File: config.mk
export PLATFORM = sky130hd
export DESIGN_NAME = sacd_dir_mem
export DESIGN_NICKNAME = d
export VERILOG_FILES = /design/src/sacd_pkg.sv /design/src/sacd_dir_mem.sv
export SDC_FILE = /design/constraint.sdc
export NUM_CORES = 1
export LEC_CHECK = 0
export BUFFER_PORTS_ARGS = -buffer_cell sky130_fd_sc_hd__buf_2
export CAP_MARGIN = 20
export CORE_ASPECT_RATIO = 1.75
export CORE_UTILIZATION = 45
export CTS_BUF_LIST = sky130_fd_sc_hd__clkbuf_8
export DETAILED_ROUTE_END_ITERATION = 8
export HOLD_SLACK_MARGIN = 0.03
export PLACE_DENSITY = 0.67
export SYNTH_ARGS = -nofsm -noshare
export SYNTH_HDL_FRONTEND = slang
export SYNTH_SLANG_ARGS = --single-unit
File: constraint.sdc
create_clock -name clock -period 3.2 [get_ports clock]
set_input_delay 0.64 -clock clock [delete_from_list [all_inputs] [get_ports clock]]
set_output_delay 0.64 -clock clock [all_outputs]
set_load 0.03 [all_outputs]
File: src/sacd_pkg.sv
// Shared types, constants and defaults of the cache directory.
package sacd_pkg;

   localparam int ADDR_W       = 31;   // block address width
   localparam int WAY_OUT_W    = 2;    // width of the way field in a result
   localparam int REQ_DATA_W   = 32;   // {fill_dirty, block_address}
   localparam int RSP_DATA_W   = 40;   // 35 bits of fields, padded to bytes
   localparam int SETS_DEFAULT = 64;
   localparam int WAYS_DEFAULT = 4;

   localparam logic KIND_LOOKUP = 1'b0;
   localparam logic KIND_FILL   = 1'b1;

   typedef enum logic [2:0] {
      ST_CLEAR,
      ST_IDLE,
      ST_DIV,
      ST_READ,
      ST_UPDATE,
      ST_MUL,
      ST_OUT
   } state_type;

   // outcome of one set update
   typedef struct packed {
      logic hit;
      logic wb_valid;
   } upd_status_type;

endpackage

File: src/sacd_dir_mem.sv
// Directory row memory: one row per set, one write and one registered read port.
module sacd_dir_mem #(
   parameter int DEPTH  = sacd_pkg::SETS_DEFAULT,
   parameter int DATA_W = 8
) (
   input  logic                                        clock,
   input  logic                                        we_i,
   input  logic [((DEPTH > 1) ? $clog2(DEPTH) : 1)-1:0] waddr_i,
   input  logic [DATA_W-1:0]                           wdata_i,
   input  logic                                        re_i,
   input  logic [((DEPTH > 1) ? $clog2(DEPTH) : 1)-1:0] raddr_i,
   output logic [DATA_W-1:0]                           rdata_o
);

   logic [DATA_W-1:0] mem [DEPTH];
   logic [DATA_W-1:0] rdata_ff;

   always_ff @(posedge clock) begin
      if (we_i) begin
         mem[waddr_i] <= wdata_i;
      end
      if (re_i) begin
         rdata_ff <= mem[raddr_i];
      end
   end

   assign rdata_o = rdata_ff;

endmodule

==> metrics.md <==
| Metric | Value |
|---|---|
| Switching Fraction | 0.217 |
| Worst setup SP type | primary input |
| Antenna Nets Post-Route | 0 |
| Mean Syn Cell Area | 21.5 sq um |
| Final hold slack | 390 ps |
| Die height | 283 um |
| Sequential share of the synthesized area | 0.771 |
| Peak supply drop | 0.000234 V |
| DR iter-0 viols | 868 |
| Area of the multi-input gates | 0.00432 sq mm |
| H-tree level count | 3 |
| Share of cells above drive strength 1 | 0.327 |
| PnR worst setup slack | 708 ps |
| Min-delay worst type | primary input to flop |
| IO buf count | 30 |
| Post-layout power | 13.3 mW |
| Critical Path AT | 2830 ps |
| Max_slew headroom | 0.445 |
| FF+latch area | 0.0156 sq mm |
| Status | finished clean |
| Total CTS buffers | 70 |
| DR vias/cell | 5.81 |
| Clk root buf | clkbuf_8 |
| Setup_tns | 0 ps |
| Number of enable flip-flop cells after synthesis | 520 |
| Cell Area, Synth | 0.0202 sq mm |
| CTS tree | built |
| Pleak | 7.46 nW |
| # IOs | 31 |
| Fmax | 0.401 GHz |
| Min Tclk post-route | 2490 ps |
| NetSw | 2.88 mW |
| Crit Path Class | primary input to flop |
| Initial antenna violation count | 3 |
| Drt total wl | 46.9 mm |
| Cell area power density | 573 mW/mm^2 |
| Sequential Power Share | 0.570 |
| DRC Markers | 0 |
| Unrepaired setup endpoints after global routing | false |
| Fin crit share | 0.779 |
| Post-CTS setup buffers | 0 |
| Post-cts gate resize count | 0 |
| Slew @ Worst Pin | 830 ps |
| Combinational power share | 0.058 |
| Via count | 10.0k |
| Design Area, Final | 0.0232 sq mm |
| Area Growth Syn to Fin | 14.5% |
| CP Max Fanout | 33 |
| Library cells used by synthesis | 39 |
| Final Max Slew Viols | 0 |
| Mapped Nets | 963 |
| DP HPWL | 31.2 mm |
| Maximum Capacitance Violations | 0 |
| Clk slew on worst S/H paths | 70 ps |
| Asr flop ratio synth | 0 |
| Worst skew pair latency | 620 ps |
| Largest net degree at the start of global routing | 65 |
| # nets final | 1,127 |
| Worst endpoint required time | 3540 ps |
| All-layer global routing usage | 0.213 |
| Worst Skew | 27.5 ps |
| Vias in the first global route | 10.5k |
| First-pass GRT wire length | 69.0 mm |
| Clock share of power | 0.372 |
| Routed WL per cell | 27.1 um |
| DR pass1 iterations | 5 |
| Post-DP Area | 0.0218 sq mm |
| Hold-fix buffers at CTS | 0 |
| Internal power | 10.4 mW |
| Final hold violations | 0 |
| CP Capture Type | flop |
| Core footprint | 0.0443 sq mm |
| Overflow after GRT | 0 |
| Count of final setup violators | 0 |
| Synth Flop Type | edfxtp_1 |
| Post-Place Setup Slack | 81.5 ps |
| Row Count | 102 |
| Post-Synthesis Cells | 940 |
| Die extent in x | 162 um |
| Gpl congestion | 0.841 |
| Die area | 0.0459 sq mm |
| Max Root-Sink Buffers | 3 |
| Seq cells post-synth | 520 |
| Yosys warnings | 0 |
| Initial core utilization | 0.457 |
| CTS Sinks | 520 |
| Fillcell total | 3,387 |
[layout make-up]
type	instances	area share
Multi-Input combinational cell	369	0.186
Timing Repair Buffer	143	0.0502
Sequential cell	520	0.674
Clock buffer	73	0.0434
Antenna cell	1	0.000108
Clock inverter	51	0.0155
Tap cell	572	0.0309
[critical path: stages]
cell     delay (ps)
buf_4           440
buf_12          290
mux4_2          400
mux4_2          480
o21ai_0         390
nand2_1         130
[power groups by stage]
stage | registers [mW] | logic [mW] | clock network, mW
after floorplan | 7.73 | 0.402 | 0
after global placement | 7.71 | 0.768 | 0
after detailed placement | 7.72 | 0.777 | 0
after CTS | 7.57 | 0.779 | 5.03
after global routing | 7.57 | 0.814 | 5.27
final | 7.57 | 0.770 | 4.93
[cells in the mapped netlist, types with 3 or more instances]
cell / instances / area [sq um]
buf_1: 4 / 15.0
buf_2: 11 / 55.1
a21oi_1: 3 / 15.0
nand3b_1: 3 / 22.5
o221ai_1: 8 / 70.1
nand2_1: 19 / 71.3
a221oi_1: 6 / 52.6
buf_6: 4 / 45.0
edfxtp_1: 520 / 15600
mux4_2: 126 / 2840
o22ai_1: 8 / 50.1
mux2_2: 13 / 146
a22oi_1: 3 / 22.5
nor2_1: 83 / 312
nor2b_1: 14 / 87.6
mux2i_1: 23 / 230
a211oi_1: 4 / 30.0
o2111ai_1: 3 / 26.3
clkbuf_1: 17 / 63.8
o2bb2ai_1: 3 / 26.3
buf_4: 13 / 97.6
nand2b_1: 7 / 43.8
nand3_1: 13 / 65.1
nor3_1: 7 / 35.0
[metal layers]
metal	wire, um	share of wire	global-route usage
met1	16400	0.35	0.241
met2	26300	0.56	0.396
met3	2700	0.057	0.0327
met4	1590	0.034	0.0893
met5	0	0	0
[cell families (layout without fill, tap and decap cells)]
logic type      count (synthesis)  count (layout)  share of synthesized area
compound gates                 54              54                     0.0206
buf+inv                        51             267                     0.0156
flops                         520             520                      0.771
mux                           162             162                      0.159
other cells                     0               1                          0
simple gates                  153             153                     0.0337
[placed cells by master, fill, tap and decap left out, drive strengths merged, types with 14 or more instances in the layout]
master / n
edfxtp: 520
buf: 142
mux4: 126
nor2: 83
clkbuf: 74
clkinv: 25
mux2i: 23
nand2: 19
inv: 16
nor2b: 14
[final timing paths]
check / slack, ps / cells past startpoint / from / end
min reg2reg: 940 / 4 / mem[19][0]$_DFFE_PP_ / rdata_o[0]$_DFFE_PP_
max reg2reg: 790 / 6 / mem[29][4]$_DFFE_PP_ / rdata_o[4]$_DFFE_PP_
max: 710 / 6 / raddr_i[1] / rdata_o[7]$_DFFE_PP_
min: 390 / 1 / re_i / rdata_o[6]$_DFFE_PP_
[state kept, by name (all words and copies together) (netlist names)]
| register | cells |
|---|---|
| rdata_o | 8 |
| mem | 512 |
[stage by stage]
stage               utilization  cells
floorplan                     -    940
global placement          0.492   1603
detailed placement        0.492   1603
CTS                       0.523   1727
global route              0.523   1729
finish                    0.523   1729
Power figures use the tool's default switching activity.
