<file path="config.mk">
export PLATFORM = sky130hd
export DESIGN_NAME = sacd_divider
export DESIGN_NICKNAME = d
export VERILOG_FILES = /design/src/sacd_pkg.sv /design/src/sacd_divider.sv
export SDC_FILE = /design/constraint.sdc
export NUM_CORES = 1
export LEC_CHECK = 0
export ABC_AREA = 1
export ABC_CLOCK_PERIOD_IN_PS = 1600
export CORE_MARGIN = 1.5
export CORE_UTILIZATION = 35
export CTS_CLUSTER_SIZE = 12
export DETAILED_ROUTE_END_ITERATION = 10
export DONT_BUFFER_PORTS = 1
export GPL_TIMING_DRIVEN = 0
export PLACE_DENSITY_LB_ADDON = 0.08
export SLEW_MARGIN = 25
export SYNTH_ARGS = -nofsm -noshare
export SYNTH_HDL_FRONTEND = slang
export SYNTH_SLANG_ARGS = --single-unit
</file>
<file path="constraint.sdc">
create_clock -name clock -period 1.6 [get_ports clock]
set_input_delay 0.32 -clock clock [delete_from_list [all_inputs] [get_ports clock]]
set_output_delay 0.32 -clock clock [all_outputs]
set_load 0.01 [all_outputs]
</file>
<file path="src/sacd_pkg.sv">
// Shared types, constants and defaults of the cache directory.
package sacd_pkg;

   localparam int ADDR_W       = 31;   // block address width
   localparam int WAY_OUT_W    = 2;    // width of the way field in a result
   localparam int REQ_DATA_W   = 32;   // {fill_dirty, block_address}
   localparam int RSP_DATA_W   = 40;   // 35 bits of fields, padded to bytes
   localparam int SETS_DEFAULT = 64;
   localparam int WAYS_DEFAULT = 4;

   localparam logic KIND_LOOKUP = 1'b0;
   localparam logic KIND_FILL   = 1'b1;

   typedef enum logic [2:0] {
      ST_CLEAR,
      ST_IDLE,
      ST_DIV,
      ST_READ,
      ST_UPDATE,
      ST_MUL,
      ST_OUT
   } state_type;

   // outcome of one set update
   typedef struct packed {
      logic hit;
      logic wb_valid;
   } upd_status_type;

endpackage

</file>
<file path="src/sacd_divider.sv">
// Constant-divisor address split by reciprocal multiplication into tag and set.
module sacd_divider #(
   parameter int SETS = sacd_pkg::SETS_DEFAULT
) (
   input  logic                                      clock,
   input  logic                                      reset,
   input  logic                                      start_i,
   input  logic [sacd_pkg::ADDR_W-1:0]               dividend_i,
   output logic [sacd_pkg::ADDR_W-$clog2(SETS+1):0]  quotient_o,
   output logic [((SETS > 1) ? $clog2(SETS) : 1)-1:0] remainder_o,
   output logic                                      done_o
);

   localparam int ADDR_W  = sacd_pkg::ADDR_W;
   localparam int TAG_W   = ADDR_W - $clog2(SETS + 1) + 1;
   localparam int SET_W   = (SETS > 1) ? $clog2(SETS) : 1;
   localparam int RECIP_W = ADDR_W + 1;
   localparam int PROD_W  = ADDR_W + RECIP_W;
   localparam int SHIFT   = ADDR_W + $clog2(SETS);
   // reciprocal rounded up: exact quotient for every ADDR_W-bit dividend
   localparam logic [RECIP_W-1:0] RECIP =
      RECIP_W'(((longint'(1) << SHIFT) + longint'(SETS) - 1) / longint'(SETS));

   logic [ADDR_W-1:0] dvd_ff, dvd_in;
   logic [PROD_W-1:0] prod_ff, prod_in;
   logic [TAG_W-1:0]  quo_ff, quo_in;
   logic [SET_W-1:0]  rem_ff, rem_in;
   logic              step_ff, step_in;
   logic              done_ff, done_in;
   logic [TAG_W-1:0]  quo_calc;
   logic [ADDR_W-1:0] back;

   // after the product register: quotient from the product, remainder by multiply-back
   assign quo_calc = TAG_W'(prod_ff >> SHIFT);
   assign back     = ADDR_W'(quo_calc) * ADDR_W'(SETS);

   always_comb begin
      dvd_in  = dvd_ff;
      prod_in = prod_ff;
      quo_in  = quo_ff;
      rem_in  = rem_ff;
      step_in = 1'b0;
      done_in = 1'b0;
      if (start_i) begin
         dvd_in  = dividend_i;
         prod_in = PROD_W'(dividend_i) * PROD_W'(RECIP);
         step_in = 1'b1;
      end
      if (step_ff) begin
         quo_in  = quo_calc;
         rem_in  = SET_W'(dvd_ff - back);
         done_in = 1'b1;
      end
   end

   always_ff @(posedge clock) begin
      if (reset) begin
         step_ff <= 1'b0;
         done_ff <= 1'b0;
      end else begin
         step_ff <= step_in;
         done_ff <= done_in;
      end
      dvd_ff  <= dvd_in;
      prod_ff <= prod_in;
      quo_ff  <= quo_in;
      rem_ff  <= rem_in;
   end

   assign quotient_o  = quo_ff;
   assign remainder_o = rem_ff;
   assign done_o      = done_ff;

endmodule

</file>
==> out/qor.csv <==
stage,metric,value,unit
pwr,intPower,2.86,mW
synthesis,synth_cell_types,4,
clock_network,cts_tree,done,
die,die_h,77.0,µm
die,start_util,36.8,%
route,post_drt_wl_per_cell,15.9,µm
min_path,hold_path_class,in -> reg,
grt,grt_overflow,0,
critical_path,cp.required,1550,ps
pwr,pwr-share-comb,0.1,%
grt,grt_pass1_vias,612,
synthesis,yosys-top-cells-area,"edfxtp_1 (97%), dfxtp_1 (2.1%), inv_1 (0.39%)",
pwr,p_sw_share,17.9,%
timing,maxSlewViolCount,0,
clock_network,cts_root_buffer,clkbuf_8,
critical_path,end_kind,flip-flop,
timing,hold_violations,0,
placed_design,place_congestion,0.588,
die,core-area,0.00520,mm²
synthesis,synth_nets,102,
layout,syn2layout_area_growth,15.3,%
synthesis,syn_avg_cell_area,28.2,µm²
clock_network,path_clk_slew,60,ps
route,ant_nets,0,
layout,multi_input_area,7.51,µm²
clock_network,clock_path_buffers,2,
grt,gr-usage-all-layers,9.12,%
route,vias,648,
route,via_per_inst,4.21,
timing,max-slew-margin-rel,52.0,%
timing,fin_crit_sh,73.6,%
critical_path,path_max_fanout,32,
grt,grt_pass1_wl,3.51,mm
synthesis,synth_warnings,0,
timing,clock_skew,6.06,ps
critical_path,start_kind,flip-flop,
synthesis,yosysTopAreaCell,edfxtp_1,
route,first_pass_iters,4,
grt,grt_max_degree,33,
die,rows,26,
status,status,finished clean,
timing,setup_tns,0,ps
timing,rsz0062_at_grt,false,
pwr,power_density,1580,mW/mm²
pwr,p_leak,0.725,nW
route,wirelength,2.45,mm
pwr,seqPwrFrac,59.4,%
layout,n_antenna_cell,0,
timing,worst_pin_slew,721,ps
layout,drive_gt1_share,15.5,%
pwr,clkPwrFrac,40.6,%
clock_network,cts_resized,0,
critical_path,arrival,1130,ps
clock_network,cts_buffers,9,
route,drc_errors,0,
clock_network,postCtsHoldBufs,0,
layout,seq_area,0.00190,mm²
synthesis,ys_ff_latch,64,
timing,fmax,849,MHz
layout,stdcell_area,0.00221,mm²
flow_run,cap_violations,0,
synthesis,syn_inst,68,
pwr,irDropWorstVdd,0.000563,V
placed_design,io_buffer_count,0,
layout,layout_commonest_cell,edfxtp_1,
pwr,total_power,3.49,mW
synthesis,yosysSeqAreaShare,99.2,%
layout,mostFrequentLayoutCells,"edfxtp_1 (62), clkbuf_8 (9), clkbuf_1 (3)",
layout,fillers,452,
die,fp.dieW,77.0,µm
route,drt_iter0_drc,41,
synthesis,synth_area,0.00192,mm²
grt,antenna_found_initial,0,
critical_path,path_class,reg -> reg,
placed_design,placed_cells,138,
clock_network,cts_sinks,64,
synthesis,synth_top_area_share,97.1,%
layout,fin_cells,154,
timing,setup_violations,0,
timing,fin_crit,1180,ps
die,io_pins,66,
layout,fin_util,42.5,%
die,die_area,0.00593,mm²
pwr,p_sw,624,µW
clock_network,postCtsSetupBuffers,0,
layout,layout.nets,113,
placed_design,place_area,0.00201,mm²
clock_network,worstSkewPairLatency,320,ps
clock_network,htree_levels,3,
[worst paths after layout]
path,endpoint,slack (ps),from,cells after the start
setup reg to reg,quotient_o[22]$_DFFE_PP_,420,step_ff$_SDFF_PP0_,0
setup / recovery,quotient_o[22]$_DFFE_PP_,420,step_ff$_SDFF_PP0_,0
hold reg to reg,quotient_o[9]$_DFFE_PP_,410,dvd_ff[15]$_DFFE_PP_,0
hold / removal,step_ff$_SDFF_PP0_,50,reset,1
[cell families after synthesis]
kind of cell,share of synthesized area [%]
flops,99.2
simple gates,0.392
buf+inv,0.392
[Yosys cell counts]
cell type,number
dfxtp_1,2
edfxtp_1,62
inv_1,2
nor2_1,2
[area by class of cell]
class	instances	area share, %
Sequential cell	64	86.1
Clock buffer	12	6.12
Tap cell	70	3.96
Clock inverter	4	3.11
Multi-Input combinational cell	2	0.340
Inverter	2	0.340
[stage by stage]
step           worst slack (ps)  hold WS, ps
2_1_floorplan               249          391
3_3_place_gp              -69.2          394
3_5_place_dp                392          387
4_1_cts                     378         23.7
5_1_grt                     333         19.4
6_report                    422         48.5
[metal layers]
| layer | global-route usage [%] | up-vias | wire [µm] |
|---|---|---|---|
| met5 | 0 | - | 0 |
| met4 | 8.73 | 0 | 93 |
| met3 | 7.02 | 10 | 253 |
| met2 | 10.7 | 44 | 1130 |
| met1 | 10.1 | 303 | 977 |
| li1 | - | 291 | - |
[flip-flops by register name, summed over array words and instances, names as in the netlist]
name,count
quotient_o,25
dvd_ff,31
step_ff,1
remainder_o,6
done_o,1
[power groups by stage]
| stage | Clock [mW] | Sequential (mW) | Combinational (mW) |
|---|---|---|---|
| 6_report | 1.41 | 2.07 | 0.00187 |
| 5_1_grt | 1.55 | 2.08 | 0.00233 |
| 4_1_cts | 1.47 | 2.07 | 0.00196 |
| 3_5_place_dp | 0 | 2.11 | 0.00196 |
| 3_3_place_gp | 0 | 2.11 | 0.00196 |
| 2_1_floorplan | 0 | 2.09 | 0.00177 |
Power figures use the tool's default switching activity.
