File: config.mk
export PLATFORM = sky130hd
export DESIGN_NAME = sacd_row_update
export DESIGN_NICKNAME = d
export VERILOG_FILES = /design/src/sacd_pkg.sv /design/src/sacd_row_update.sv
export SDC_FILE = /design/constraint.sdc
export NUM_CORES = 1
export LEC_CHECK = 0
export ABC_AREA = 0
export BUFFER_PORTS_ARGS = -buffer_cell sky130_fd_sc_hd__buf_2
export CAP_MARGIN = 20
export CORE_AREA = 2 2 128 130
export DETAILED_ROUTE_END_ITERATION = 7
export DIE_AREA = 0 0 130 132
export PLACE_DENSITY = 0.73
export SLEW_MARGIN = 30
export SYNTH_ARGS = -nofsm -noshare
export SYNTH_HDL_FRONTEND = slang
export SYNTH_SLANG_ARGS = --single-unit
File: constraint.sdc
create_clock -name vclk -period 5.5
set_clock_uncertainty 0.1 [all_clocks]
set_input_delay 1.1 -clock vclk [all_inputs]
set_output_delay 1.1 -clock vclk [all_outputs]
set_load 0.01 [all_outputs]
File: src/sacd_pkg.sv
// Shared types, constants and defaults of the cache directory.
package sacd_pkg;

   localparam int ADDR_W       = 31;   // block address width
   localparam int WAY_OUT_W    = 2;    // width of the way field in a result
   localparam int REQ_DATA_W   = 32;   // {fill_dirty, block_address}
   localparam int RSP_DATA_W   = 40;   // 35 bits of fields, padded to bytes
   localparam int SETS_DEFAULT = 64;
   localparam int WAYS_DEFAULT = 4;

   localparam logic KIND_LOOKUP = 1'b0;
   localparam logic KIND_FILL   = 1'b1;

   typedef enum logic [2:0] {
      ST_CLEAR,
      ST_IDLE,
      ST_DIV,
      ST_READ,
      ST_UPDATE,
      ST_MUL,
      ST_OUT
   } state_type;

   // outcome of one set update
   typedef struct packed {
      logic hit;
      logic wb_valid;
   } upd_status_type;

endpackage

File: src/sacd_row_update.sv
// Lookup and replacement on one set row: tag match, victim choice, LRU age update.
module sacd_row_update #(
   parameter int WAYS  = sacd_pkg::WAYS_DEFAULT,
   parameter int TAG_W = 25
) (
   input  logic                                                 kind_i,
   input  logic                                                 fill_dirty_i,
   input  logic [TAG_W-1:0]                                     tag_i,
   input  logic [WAYS-1:0]                                      valid_i,
   input  logic [WAYS-1:0]                                      dirty_i,
   input  logic [WAYS-1:0][((WAYS > 1) ? $clog2(WAYS) : 1)-1:0] age_i,
   input  logic [WAYS-1:0][TAG_W-1:0]                           tags_i,
   output logic [WAYS-1:0]                                      valid_o,
   output logic [WAYS-1:0]                                      dirty_o,
   output logic [WAYS-1:0][((WAYS > 1) ? $clog2(WAYS) : 1)-1:0] age_o,
   output logic [WAYS-1:0][TAG_W-1:0]                           tags_o,
   output logic [((WAYS > 1) ? $clog2(WAYS) : 1)-1:0]           way_o,
   output logic [TAG_W-1:0]                                     victim_tag_o,
   output sacd_pkg::upd_status_type                             status_o
);

   localparam int WAY_W = (WAYS > 1) ? $clog2(WAYS) : 1;
   localparam int AGE_W = WAY_W;
   localparam int VCNT_W = $clog2(WAYS + 1);

   logic              hit_found, inv_found, old_found;
   logic [WAY_W-1:0]  hit_w, inv_w, old_w, chosen;
   logic [VCNT_W-1:0] cnt;
   logic              promote, new_way, set_dirty, write_tag, wb;
   logic [AGE_W-1:0]  old_age;

   // priority search, lowest way wins
   always_comb begin
      hit_found = 1'b0;
      inv_found = 1'b0;
      old_found = 1'b0;
      hit_w     = '0;
      inv_w     = '0;
      old_w     = '0;
      cnt       = '0;
      for (int w = WAYS - 1; w >= 0; w--) begin
         if (valid_i[w] && (tags_i[w] == tag_i)) begin
            hit_found = 1'b1;
            hit_w     = WAY_W'(w);
         end
         if (!valid_i[w]) begin
            inv_found = 1'b1;
            inv_w     = WAY_W'(w);
         end
         if (age_i[w] == '0) begin
            old_found = 1'b1;
            old_w     = WAY_W'(w);
         end
         cnt = cnt + VCNT_W'(valid_i[w]);
      end
   end

   always_comb begin
      chosen    = '0;
      promote   = 1'b0;
      new_way   = 1'b0;
      set_dirty = 1'b0;
      write_tag = 1'b0;
      wb        = 1'b0;
      if (kind_i == sacd_pkg::KIND_LOOKUP) begin
         if (hit_found) begin
            chosen  = hit_w;
            promote = 1'b1;
         end
      end else if (hit_found) begin
         chosen    = hit_w;
         promote   = 1'b1;
         set_dirty = 1'b1;
      end else if (inv_found) begin
         chosen    = inv_w;
         new_way   = 1'b1;
         set_dirty = 1'b1;
         write_tag = 1'b1;
      end else begin
         // full set: evict the oldest way
         chosen    = old_found ? old_w : '0;
         promote   = 1'b1;
         set_dirty = 1'b1;
         write_tag = 1'b1;
         wb        = dirty_i[chosen];
      end
   end

   assign old_age = age_i[chosen];

   always_comb begin
      valid_o = valid_i;
      dirty_o = dirty_i;
      age_o   = age_i;
      tags_o  = tags_i;
      if (promote) begin
         for (int k = 0; k < WAYS; k++) begin
            if (valid_i[k] && (WAY_W'(k) != chosen) && (age_i[k] > old_age)) begin
               age_o[k] = age_i[k] - AGE_W'(1);
            end
         end
         age_o[chosen] = AGE_W'(cnt - VCNT_W'(1));
      end
      if (new_way) begin
         // count before the fill equals the new way's rank
         valid_o[chosen] = 1'b1;
         age_o[chosen]   = AGE_W'(cnt);
      end
      if (set_dirty) begin
         dirty_o[chosen] = fill_dirty_i;
      end
      if (write_tag) begin
         tags_o[chosen] = tag_i;
      end
   end

   assign way_o             = chosen;
   assign victim_tag_o      = tags_i[chosen];
   assign status_o.hit      = hit_found;
   assign status_o.wb_valid = wb;

endmodule

==> impl_results.md <==
- Run status: finished, violations left
- Failing checks: negative setup slack
- Fmax: 0.180 GHz
- Sw Ratio: 0.547
- Reg power frac: 0
- Synth-to-Final Area Change: 62.3%
- Final Power: 0.766 mW
- Worst Hold Class: primary input to output pin
- Die extent in y: 132 µm
- Starting Density: 0.306
- Hold slack: 2.42 ns
- Post-route ant nets: 0
- Final Cycle Share: 1.01
- Syn nets: 849
- Iter 0 DRT Violations: 682
- Final std cells w/o fill: 1,263
- Fill cell count: 1,561
- Setup crit start kind: primary input
- Top cell type's share of synthesized area: 0.176
- CLK BUF: 0
- Time the worst path needs with I/O delays and setup: 5.56 ns
- Port bufs: 288
- Area post-placement: 7240 µm²
- # IOs: 288
- Post-route design area: 7810 µm²
- Logic gate share of total power: 1.000
- Sequential Area: 0 µm²
- Routed vias/inst: 5.47
- Nets@finish: 1,201
- Pre-CTS setup slack: -0.129 ns
- Row count: 46
- WHS Path Cells: 4
- First-pass GRT wire length: 36.7 mm
- Post-DP HPWL: 20.6 mm
- Initial antenna violation count: 1
- Share of cells above drive strength 1: 0.535
- Clock share of power: 0
- Sequential area share after synthesis: 0
- Final setup fails: 3
- Largest net degree at the start of global routing: 59
- Critical path fanouts, max: 6
- Worst path arrival time: 4.36 ns
- Setup_tns: -0.142 ns
- CP endpoint kind: output pin
- Internal Power: 0.347 mW
- Worst-margin pin slew: 0.676 ns
- Largest cells by area after synthesis: mux2_2, xor2_1, nand2_1, xnor2_1, mux2_1
- Max VDD drop: 0.0486 mV
- Vias in the first global route: 6,319
- Pleak: 3.72 nW
- Synth area leader: mux2_2
- First-pass DRT Iterations: 6
- Placed Instances: 1,252
- Final hold vios: 0
- Slew HR: 0.549
- GR Util All Layers: 0.273
- Total grt overflow: 0
- Avg Inst Size Synth: 6.91 µm²
- Core Box Area: 15,700 µm²
- PnR worst setup slack: -0.0598 ns
- Number of max-cap violations: 0
- Final-report max-slew violation count: 0
- Post-Syn Area: 4810 µm²
- Final wirelength: 25.5 mm
- Yosys cell types: 64
- DIE AREA: 17,200 µm²
- Vias: 6,903
- Fin util: 0.497
- RSZ-0062 raised after global routing: yes
- Crit Path Category: primary input to output pin
- Switching pwr: 0.419 mW
- Synth warn: 0
- Synth Instances: 696
- Gp weighted congestion: 1.01
- Seq Cell Count: 0
- Power per cell area: 98.1 nW/µm²
- Required @ worst endpoint: 4.30 ns
- Die W: 130 µm
- Routed len/inst: 20.2 µm
- Drt drc: 0
synthesized netlist by cell type, types with 2 or more instances:
cell type and n:
a21oi_1 24, xnor2_1 40, clkbuf_1 21, nor3_1 9, nand2_1 131, nor2_1 21, buf_6 3, or4_1 4
o2111ai_1 3, inv_1 19, nor2b_1 2, buf_4 9, nand4b_1 4, nand2b_1 3, nor4b_1 3, nand3_2 3
mux2_2 75, mux2_1 29, inv_4 2, buf_1 2, o211ai_1 5, nand3_1 10, xor2_1 62, o21ai_0 13
nand4_1 24, or3_1 3, nor4_1 31, a211o_1 2, buf_2 33, a31oi_1 27, a21o_1 3, a211oi_1 4
o311ai_1 3, and3_1 27, ha_1 9, mux2i_1 5
layout make-up:
cell class / count / area (µm²) / share of cell area
diodes: 1 / 2.50 / 0.000321
inverters: 21 / 88.8 / 0.0114
multi-input cells: 607 / 4860 / 0.623
well taps: 216 / 270 / 0.0346
repair buffers: 418 / 2580 / 0.331
final timing paths:
path        from    endpoint  slack [ns]
min   dirty_i[1]  dirty_o[1]        2.42
max     tag_i[0]    age_o[6]       -0.06
metal layers:
layer  track usage  part of all wire  vias to the layer above  wire length [µm]
met5             0                 0                        -                 0
met3        0.0264             0.074                       70              1870
met1         0.339              0.39                     3251              9900
met2         0.497              0.50                      388             12700
li1              -                 -                     3194                 -
met4        0.0675             0.038                        0               970
kinds of logic (layout without fill, tap and decap cells):
group | count (synthesis) | count (layout) | share of synthesized area
xor+xnor | 102 | 102 | 0.186
other cells | 0 | 1 | 0
buf+inv | 89 | 439 | 0.0908
compound gates | 100 | 100 | 0.139
mux | 109 | 109 | 0.254
fa+ha+maj | 11 | 11 | 0.0299
simple gates | 285 | 285 | 0.301
worst max-delay path: stages:
cell and delay [ns]:
buf_2 0.12, buf_4 0.16, xnor2_2 0.17, buf_4 0.15
buf_4 0.09, nor4b_1 0.28, and3_1 0.28, o211ai_1 0.16
o311ai_4 0.11, inv_4 0.08, a211oi_2 0.22, a21oi_2 0.09
ha_1 0.32, nor2_2 0.06, nand2_1 0.08, nor2_1 0.05
a21oi_1 0.11, mux2i_1 0.08, a211oi_1 0.17, o311ai_1 0.13
a31o_1 0.20, buf_2 0.14
power groups by stage:
stage                     Sequential, mW    Clock (mW)  Combinational, mW
after global placement                 0             0              0.694
after detailed placement               0             0              0.698
after floorplan                        0             0              0.368
after CTS                              0             0              0.721
final                                  0  0.0000000244              0.766
after global routing                   0             0              0.813
placed cells by master, fill, tap and decap left out, types with 16 or more instances in the layout:
cell       n
a21oi_1   22
nand4_1   24
nand2_1  131
mux2_1    29
a31oi_1   27
buf_4    126
mux2_2    75
nor2_1    17
and3_1    27
buf_2    270
nor4_1    26
buf_6     16
xor2_1    50
inv_1     19
xnor2_1   24
what timing repair did:
item,4_1_cts,5_1_grt
gates resized for setup,38,60
buffers inserted,3,8
pin swaps,29,37
endpoints found under the setup margin,5,45
hold buffers,0,0
No activity file was read; power rests on OpenSTA's default activity.
